File: config.mk
export PLATFORM = sky130hd
export DESIGN_NAME = rational_arithmetic_unit_top
export DESIGN_NICKNAME = d
export VERILOG_FILES = /design/src/design/rau_pkg.sv /design/src/design/rational_arithmetic_unit_top.sv /design/src/design/rau_gcd.sv /design/src/design/rau_div.sv
export SDC_FILE = /design/constraint.sdc
export NUM_CORES = 2
export LEC_CHECK = 0
export BUFFER_PORTS_ARGS = -buffer_cell sky130_fd_sc_hd__buf_2
export CORE_MARGIN = 5
export CORE_UTILIZATION = 34
export DETAILED_ROUTE_END_ITERATION = 6
export PLACE_DENSITY_LB_ADDON = 0.12
export SLEW_MARGIN = 20
export SYNTH_ARGS = -nofsm -noshare
export SYNTH_HDL_FRONTEND = slang
export SYNTH_SLANG_ARGS = --single-unit
File: constraint.sdc
create_clock -name clk_i -period 7.1 [get_ports clk_i]
set_input_delay 0.355 -clock clk_i [delete_from_list [all_inputs] [get_ports clk_i]]
set_output_delay 0.355 -clock clk_i [all_outputs]
set_load 0.02 [all_outputs]
File: src/design/rau_pkg.sv
// Shared widths, types and codes for the rational arithmetic unit.
package rau_pkg;

  localparam int OPERAND_WIDTH = 16;
  localparam int DEN_W         = OPERAND_WIDTH - 1;
  localparam int PROD_W        = 2 * OPERAND_WIDTH;
  localparam int SUM_W         = PROD_W + 1;
  localparam int MAG_W         = PROD_W;
  localparam int SHIFT_W       = $clog2(MAG_W);
  localparam int RES_NUM_W     = 32;
  localparam int RES_DEN_W     = 30;
  localparam int OP_W          = 3;
  localparam int CMP_W         = 2;

  typedef logic signed [OPERAND_WIDTH-1:0] opnd_t;
  typedef logic        [DEN_W-1:0]         den_t;
  typedef logic signed [PROD_W-1:0]        prod_t;
  typedef logic signed [SUM_W-1:0]         sum_t;
  typedef logic        [MAG_W-1:0]         mag_t;
  typedef logic        [SHIFT_W-1:0]       shift_t;

  typedef enum logic [OP_W-1:0] {
    OP_ADD = 3'd0,
    OP_SUB = 3'd1,
    OP_MUL = 3'd2,
    OP_DIV = 3'd3,
    OP_CMP = 3'd4
  } op_e;

  localparam logic [CMP_W-1:0] CMP_LESS    = 2'd0;
  localparam logic [CMP_W-1:0] CMP_EQUAL   = 2'd1;
  localparam logic [CMP_W-1:0] CMP_GREATER = 2'd2;

endpackage

File: src/design/rational_arithmetic_unit_top.sv
// Rational arithmetic unit: sequencer, shared multiplier, GCD and divider.
// Sequence: the multiply steps (S_MUL), then form (S_FORM) and check (S_CHECK); compare, zero,
//   error and unused-code cases give the result beat from the check. Reduced results go on
//   through the GCD loop (S_GCD) and the divider (S_DIV) before the result beat.
// Throughput: one item at a time; busy_o is high until the result beat (done_o, no stall).
// Reset (rst_ni low, asynchronous) returns the sequencer to idle, no beat pending.
module rational_arithmetic_unit_top (
  input  logic                            clk_i,
  input  logic                            rst_ni,
  input  logic                            start_i,
  output logic                            busy_o,
  input  logic [rau_pkg::OP_W-1:0]        operation_i,
  input  rau_pkg::opnd_t                  left_numerator_i,
  input  rau_pkg::den_t                   left_denominator_i,
  input  rau_pkg::opnd_t                  right_numerator_i,
  input  rau_pkg::den_t                   right_denominator_i,
  output logic                            done_o,
  output logic signed [rau_pkg::RES_NUM_W-1:0] result_numerator_o,
  output logic [rau_pkg::RES_DEN_W-1:0]   result_denominator_o,
  output logic                            divide_error_o,
  output logic [rau_pkg::CMP_W-1:0]       compare_result_o
);
  import rau_pkg::*;

  typedef enum logic [5:0] {
    S_IDLE  = 6'b000001,
    S_MUL   = 6'b000010,
    S_FORM  = 6'b000100,
    S_CHECK = 6'b001000,
    S_GCD   = 6'b010000,
    S_DIV   = 6'b100000
  } state_e;

  state_e state_q;
  logic [1:0] step_q;
  logic       accept;

  logic [OP_W-1:0] op_q;
  opnd_t ln_q, rn_q, ld_q, rd_q;
  opnd_t ma, mb;
  prod_t mprod, p0_q, p1_q, p2_q;
  sum_t  num_d, den_d, num_q, den_q;
  logic  num_neg, den_neg, neg_q;
  mag_t  mag_n, mag_d, mag_n_q, mag_d_q;
  logic  special;

  logic  gcd_start, gcd_done, div_start, div_done;
  mag_t  gcd_val, qn, qd;
  logic signed [MAG_W:0] signed_q;

  logic                    done_q, div_err_q;
  logic signed [RES_NUM_W-1:0] res_num_q;
  logic [RES_DEN_W-1:0]    res_den_q;
  logic [CMP_W-1:0]        cmp_q;

  assign accept = start_i && (state_q == S_IDLE);
  assign busy_o = (state_q != S_IDLE);

  // Pick multiplier operands for each of the three product steps
  always_comb begin
    case (step_q)
      2'd0: begin
        ma = ln_q;
        mb = (op_q == OP_MUL) ? rn_q : rd_q;
      end
      2'd1: begin
        ma = ld_q;
        mb = rn_q;
      end
      default: begin
        ma = ld_q;
        mb = rd_q;
      end
    endcase
  end

  assign mprod = ma * mb;

  // Form raw numerator and denominator from the products
  always_comb begin
    den_d = sum_t'(p2_q);
    case (op_q) inside
      OP_ADD:          num_d = sum_t'(p0_q) + sum_t'(p1_q);
      OP_SUB, OP_CMP:  num_d = sum_t'(p0_q) - sum_t'(p1_q);
      OP_MUL:          num_d = sum_t'(p0_q);
      OP_DIV: begin
        num_d = sum_t'(p0_q);
        den_d = sum_t'(p1_q);
      end
      default:         num_d = '0;
    endcase
  end

  // Signs and magnitudes of the raw fraction
  assign num_neg = num_q[SUM_W-1];
  assign den_neg = den_q[SUM_W-1];
  assign mag_n   = MAG_W'(num_neg ? -num_q : num_q);
  assign mag_d   = MAG_W'(den_neg ? -den_q : den_q);
  assign special = (op_q == OP_CMP) || (op_q > OP_CMP) || (num_q == '0) ||
                   ((op_q == OP_DIV) && (rn_q == '0));

  assign gcd_start = (state_q == S_CHECK) && !special;
  assign div_start = (state_q == S_GCD) && gcd_done;

  rau_gcd u_gcd (
    .clk_i   (clk_i),
    .rst_ni  (rst_ni),
    .start_i (gcd_start),
    .a_i     (mag_n),
    .b_i     (mag_d),
    .done_o  (gcd_done),
    .gcd_o   (gcd_val)
  );

  rau_div u_div (
    .clk_i      (clk_i),
    .rst_ni     (rst_ni),
    .start_i    (div_start),
    .num_i      (mag_n_q),
    .den_i      (mag_d_q),
    .divisor_i  (gcd_val),
    .done_o     (div_done),
    .num_quot_o (qn),
    .den_quot_o (qd)
  );

  assign signed_q = neg_q ? -$signed({1'b0, qn}) : $signed({1'b0, qn});

  // Sequencer
  always_ff @(posedge clk_i or negedge rst_ni) begin
    if (!rst_ni) begin
      state_q <= S_IDLE;
      step_q  <= '0;
      done_q  <= 1'b0;
    end else begin
      done_q <= 1'b0;
      unique case (state_q)
        S_IDLE: begin
          if (accept) begin
            state_q <= S_MUL;
            step_q  <= '0;
          end
        end
        S_MUL: begin
          step_q <= step_q + 1'b1;
          if (step_q == 2'd2) begin
            state_q <= S_FORM;
          end
        end
        S_FORM: begin
          state_q <= S_CHECK;
        end
        S_CHECK: begin
          if (special) begin
            done_q  <= 1'b1;
            state_q <= S_IDLE;
          end else begin
            state_q <= S_GCD;
          end
        end
        S_GCD: begin
          if (gcd_done) begin
            state_q <= S_DIV;
          end
        end
        S_DIV: begin
          if (div_done) begin
            done_q  <= 1'b1;
            state_q <= S_IDLE;
          end
        end
        default: begin
          state_q <= S_IDLE;
        end
      endcase
    end
  end

  // Capture operands, products and results
  always_ff @(posedge clk_i) begin
    if (accept) begin
      op_q <= operation_i;
      ln_q <= left_numerator_i;
      rn_q <= right_numerator_i;
      ld_q <= (left_denominator_i == '0) ? opnd_t'(1) : opnd_t'({1'b0, left_denominator_i});
      rd_q <= (right_denominator_i == '0) ? opnd_t'(1) :
              opnd_t'({1'b0, right_denominator_i});
    end
    if (state_q == S_MUL) begin
      case (step_q)
        2'd0:    p0_q <= mprod;
        2'd1:    p1_q <= mprod;
        default: p2_q <= mprod;
      endcase
    end
    if (state_q == S_FORM) begin
      num_q <= num_d;
      den_q <= den_d;
    end
    if (state_q == S_CHECK) begin
      mag_n_q   <= mag_n;
      mag_d_q   <= mag_d;
      neg_q     <= num_neg ^ den_neg;
      res_num_q <= '0;
      res_den_q <= RES_DEN_W'(1);
      div_err_q <= 1'b0;
      cmp_q     <= CMP_LESS;
      if (op_q == OP_CMP) begin
        cmp_q <= num_neg ? CMP_LESS : ((num_q == '0) ? CMP_EQUAL : CMP_GREATER);
      end else if ((op_q == OP_DIV) && (rn_q == '0)) begin
        res_den_q <= '0;
        div_err_q <= 1'b1;
      end
    end
    if ((state_q == S_DIV) && div_done) begin
      res_num_q <= RES_NUM_W'(signed_q);
      res_den_q <= RES_DEN_W'(qd);
    end
  end

  assign done_o               = done_q;
  assign result_numerator_o   = res_num_q;
  assign result_denominator_o = res_den_q;
  assign divide_error_o       = div_err_q;
  assign compare_result_o     = cmp_q;

endmodule

File: src/design/rau_gcd.sv
// Binary GCD engine: one compare, subtract or shift step per cycle.
module rau_gcd (
  input  logic          clk_i,
  input  logic          rst_ni,
  input  logic          start_i,
  input  rau_pkg::mag_t a_i,
  input  rau_pkg::mag_t b_i,
  output logic          done_o,
  output rau_pkg::mag_t gcd_o
);
  import rau_pkg::*;

  logic   busy_q, done_q;
  mag_t   a_q, b_q, g_q;
  shift_t k_q;
  logic [MAG_W:0] diff_ab;
  mag_t   diff_ba;
  logic   a_lt_b, equal;

  // Shared subtractor pair and compare
  assign diff_ab = {1'b0, a_q} - {1'b0, b_q};
  assign diff_ba = b_q - a_q;
  assign a_lt_b  = diff_ab[MAG_W];
  assign equal   = (a_q == b_q);

  // Track busy and pulse done when both values meet
  always_ff @(posedge clk_i or negedge rst_ni) begin
    if (!rst_ni) begin
      busy_q <= 1'b0;
      done_q <= 1'b0;
    end else begin
      done_q <= 1'b0;
      if (start_i) begin
        busy_q <= 1'b1;
      end else if (busy_q && equal) begin
        busy_q <= 1'b0;
        done_q <= 1'b1;
      end
    end
  end

  // Step the operands: drop common twos, drop single twos, subtract odd pairs
  always_ff @(posedge clk_i) begin
    if (start_i) begin
      a_q <= a_i;
      b_q <= b_i;
      k_q <= '0;
    end else if (busy_q) begin
      if (equal) begin
        g_q <= a_q << k_q;
      end else if (!a_q[0] && !b_q[0]) begin
        a_q <= a_q >> 1;
        b_q <= b_q >> 1;
        k_q <= k_q + 1'b1;
      end else if (!a_q[0]) begin
        a_q <= a_q >> 1;
      end else if (!b_q[0]) begin
        b_q <= b_q >> 1;
      end else if (!a_lt_b) begin
        a_q <= diff_ab[MAG_W-1:0] >> 1;
      end else begin
        b_q <= diff_ba >> 1;
      end
    end
  end

  assign done_o = done_q;
  assign gcd_o  = g_q;

endmodule

File: src/design/rau_div.sv
// Two-lane restoring divider: numerator and denominator over a common divisor.
module rau_div (
  input  logic          clk_i,
  input  logic          rst_ni,
  input  logic          start_i,
  input  rau_pkg::mag_t num_i,
  input  rau_pkg::mag_t den_i,
  input  rau_pkg::mag_t divisor_i,
  output logic          done_o,
  output rau_pkg::mag_t num_quot_o,
  output rau_pkg::mag_t den_quot_o
);
  import rau_pkg::*;

  logic   busy_q, done_q;
  shift_t cnt_q;
  mag_t   dv_q, rn_q, rd_q, qn_q, qd_q;
  logic [MAG_W:0] trial_n, trial_d, sub_n, sub_d;

  // One trial subtract per lane per bit
  assign trial_n = {rn_q, qn_q[MAG_W-1]};
  assign trial_d = {rd_q, qd_q[MAG_W-1]};
  assign sub_n   = trial_n - {1'b0, dv_q};
  assign sub_d   = trial_d - {1'b0, dv_q};

  // Count quotient bits and pulse done after the last
  always_ff @(posedge clk_i or negedge rst_ni) begin
    if (!rst_ni) begin
      busy_q <= 1'b0;
      done_q <= 1'b0;
      cnt_q  <= '0;
    end else begin
      done_q <= 1'b0;
      if (start_i) begin
        busy_q <= 1'b1;
        cnt_q  <= '0;
      end else if (busy_q) begin
        cnt_q <= cnt_q + 1'b1;
        if (cnt_q == shift_t'(MAG_W - 1)) begin
          busy_q <= 1'b0;
          done_q <= 1'b1;
        end
      end
    end
  end

  // Shift dividend out, quotient bit in
  always_ff @(posedge clk_i) begin
    if (start_i) begin
      dv_q <= divisor_i;
      rn_q <= '0;
      rd_q <= '0;
      qn_q <= num_i;
      qd_q <= den_i;
    end else if (busy_q) begin
      if (!sub_n[MAG_W]) begin
        rn_q <= sub_n[MAG_W-1:0];
        qn_q <= {qn_q[MAG_W-2:0], 1'b1};
      end else begin
        rn_q <= trial_n[MAG_W-1:0];
        qn_q <= {qn_q[MAG_W-2:0], 1'b0};
      end
      if (!sub_d[MAG_W]) begin
        rd_q <= sub_d[MAG_W-1:0];
        qd_q <= {qd_q[MAG_W-2:0], 1'b1};
      end else begin
        rd_q <= trial_d[MAG_W-1:0];
        qd_q <= {qd_q[MAG_W-2:0], 1'b0};
      end
    end
  end

  assign done_o     = done_q;
  assign num_quot_o = qn_q;
  assign den_quot_o = qd_q;

endmodule

==> flow_summary.toml <==
[cells_and_area]
nets = 5732
mostFrequentLayoutCell = "nand2_1"
syn2layout_area_growth_pct = 17.01
final_cell_mix = "566 x nand2_1, 548 x edfxtp_1, 492 x inv_1"
nFillCells = 13670
drive_gt1_share_pct = 14.03

[logic_synthesis]
syn_area_um2 = 47230
synth.avg_cell_area_um2 = 9.824
synth-edff-count = 548
synth_nets = 5428
async_reset_ff_share_pct = 2.835
ys_seq_area_share_pct = 38.72
syn_inst = 4808
yosys.area.top_type_share_pct = 34.84
synth.distinct_cells = 92
ys_warn_count = 0
synth.largest_area_cell = "edfxtp_1"
ys_top_cells_by_area = "edfxtp_1 35%, fa_1 11%, ha_1 7.5%"
ys_ff_latch = 635
synth_ff_type = "edfxtp_1"

[die]
die_w_um = 382.7
pin_count = 135
die_h_um = 382.7
start_util_pct = 34.27
die_area_um2 = 146500
rows = 136
core_area_um2 = 137800

[place]
place_congestion = 0.8937
post-place-ws_ns = -0.3147
dp_hpwl_mm = 109.8
port_buffers = 134

[critical_path]
reg2reg_from = "step_q[1]$_DFFE_PN0P_"
crit_top_cell = "fa_1"
worstPathRequired_ns = 7.47
arrival_ns = 7.48
critical_path.slowest_cell = "fa_1"
cpPeakStageDelay_ns = 0.55
startpoint_type = "register"
critPathMaxFanout = 7
crit_start = "step_q[1]$_DFFE_PN0P_"
critPathKind = "reg2reg"
cp-end-kind = "register"

[sta]
period_needed_ns = 7.104
hold_viol = 0
maxSlewViolCount = 0
tightest_slew_ns = 1.078
finClkSkew_ns = 0.04871
relSlewSlack_pct = 28.15
setup_viol = 2
fmax_ghz = 0.1408
rsz0062_at_grt = "yes"
timing.final.crit_share_pct = 100.1
setup_ws_ns = -0.003873

[clock_network]
tritoncts = "done"
clockBufferDepth = 3
insertion_delay_ns = 0.68
path_clk_slew_ns = 0.06
cts_num_sinks = 635
cts_buffers = 79
htreeDepth = 3
root_buffer = "clkbuf_16"

[hold_path]
hold_path.startpoint = "start_i"
hold_class = "in2reg"

[grt]
grt_max_degree = 67
grt_use_total_pct = 19.27
grt_pass1_wl_mm = 220.5
grt_overflow = 0
grt_pass1_vias = 36070
antenna_found_initial = 4

[job]
max_cap_viol_count = 0

[drt]
detail_route.wl_per_cell_um = 20.40
drt_iter0_drc = 2649
num_vias = 35910
drcViolationCount = 0
totalWireLength_mm = 142.2
vias_per_cell = 5.152
ant_nets = 0
drt_pass1_iterations = 6

[run_status]
violations = "setup timing"
outcome = "finished with violations"
## registers in the layout, summed over array words and instances, names as in the netlist, 6 cells and up
name and count:
ld_q 15, state_q 6, p2_q 32, u_div.num_quot_o 32
mag_d_q 32, u_div.den_quot_o 32, u_div.rn_q 32, rn_q 16
den_q 32, num_q 33, u_gcd.a_q 32, rd_q 15
u_gcd.b_q 32, u_gcd.gcd_o 32, p1_q 32, u_div.dv_q 32
ln_q 16, mag_n_q 32, p0_q 32, u_div.rd_q 32
result_denominator_o 30, result_numerator_o 32
## cells in the mapped netlist, types with 26 or more instances
cell / number
a211oi_1: 29
a21o_1: 97
a21oi_1: 253
a221o_1: 26
a22o_1: 27
and2_1: 42
and3_1: 32
clkbuf_1: 195
dfxtp_1: 69
edfxtp_1: 548
fa_1: 268
ha_1: 284
inv_1: 504
mux2i_1: 104
nand2_1: 571
nand2b_1: 46
nand3_1: 50
nor2_1: 446
nor2b_1: 31
nor3_1: 63
nor4_1: 26
o21a_1: 29
o21ai_0: 268
o21bai_1: 44
o31ai_1: 35
or3_1: 28
xnor2_1: 155
xor2_1: 90
## logic make-up after synthesis
kind of cell | count (synthesis) | share of synthesized area, %
compound gates | 1060 | 14.98
flops | 635 | 38.72
mux | 133 | 3.134
simple gates | 1442 | 13.71
buf+inv | 741 | 6.029
fa+ha+maj | 552 | 18.88
xor+xnor | 245 | 4.543
## layout make-up
cell class	count	area (um2)	area share (%)
multi-input cells	3432	26690	48.29
flip-flops and latches	635	18290	33.10
repair buffers	459	3460	6.260
well taps	1794	2245	4.062
clock buffers	97	2086	3.774
inverters	505	1901	3.439
clock inverters	47	588.1	1.064
diodes	2	5.005	0.009056
## critical path, delay by kind of cell (launching register included)
kind                       cells  cell delay [ns]
AOI/OAI and AO/OA             10             1.71
xor gates and xnor gates       1             0.09
adders and majority gates      8             3.39
buffers and inverters          9             0.79
DFF                            1             0.36
and+or+nand+nor                3             0.42
## per-stage QoR
stage | util (%) | cell area, um2 | hold slack (ns) | TNS [ns] | cells
after global routing | 40.09 | 55260 | 0.2361 | -3.825 | 6969
after global placement | 37.23 | 51320 | 0.4040 | -1.901 | 6737
final | 40.10 | 55260 | 0.1884 | -0.007684 | 6971
after CTS | 39.89 | 54990 | 0.1734 | -0.4612 | 6960
after floorplan | - | 47410 | 0.05941 | 0 | 4808
after detailed placement | 37.24 | 51320 | 0.4045 | -3.276 | 6737
## per-layer routing
layer / vias to the layer above / track usage (%) / routed length [um]
li1: 17350 / - / -
met1: 17590 / 28.00 / 69230
met2: 829 / 30.45 / 63120
met3: 142 / 2.592 / 6770
met4: 2 / 4.805 / 3090
met5: - / 0 / 13
## worst paths after layout
kind	to	slack, ns	cells after the start
hold / removal	step_q[1]$_DFFE_PN0P_	0.19	4
setup reg to reg	p0_q[31]$_DFFE_PP_	-0.004	31
max in group asynchronous	u_div.busy_q$_DFF_PN0_	6.26	2
hold reg to reg	u_div.dv_q[12]$_DFFE_PP_	0.39	0
min in group asynchronous	done_o$_DFF_PN0_	0.30	2
setup / recovery	p0_q[31]$_DFFE_PP_	-0.004	31
## what timing repair did
item	4_1_cts	5_1_grt
gates resized for setup	51	43
buffers inserted	12	8
gates cloned	1	1
hold buffers	66	0
pin swaps	24	28
hold endpoints to repair	82	0
endpoints found under the setup margin	21	24
Power is left out: the tool's default activity adds up to more than one toggle a clock period on the data nets, which glitch-free logic cannot reach.
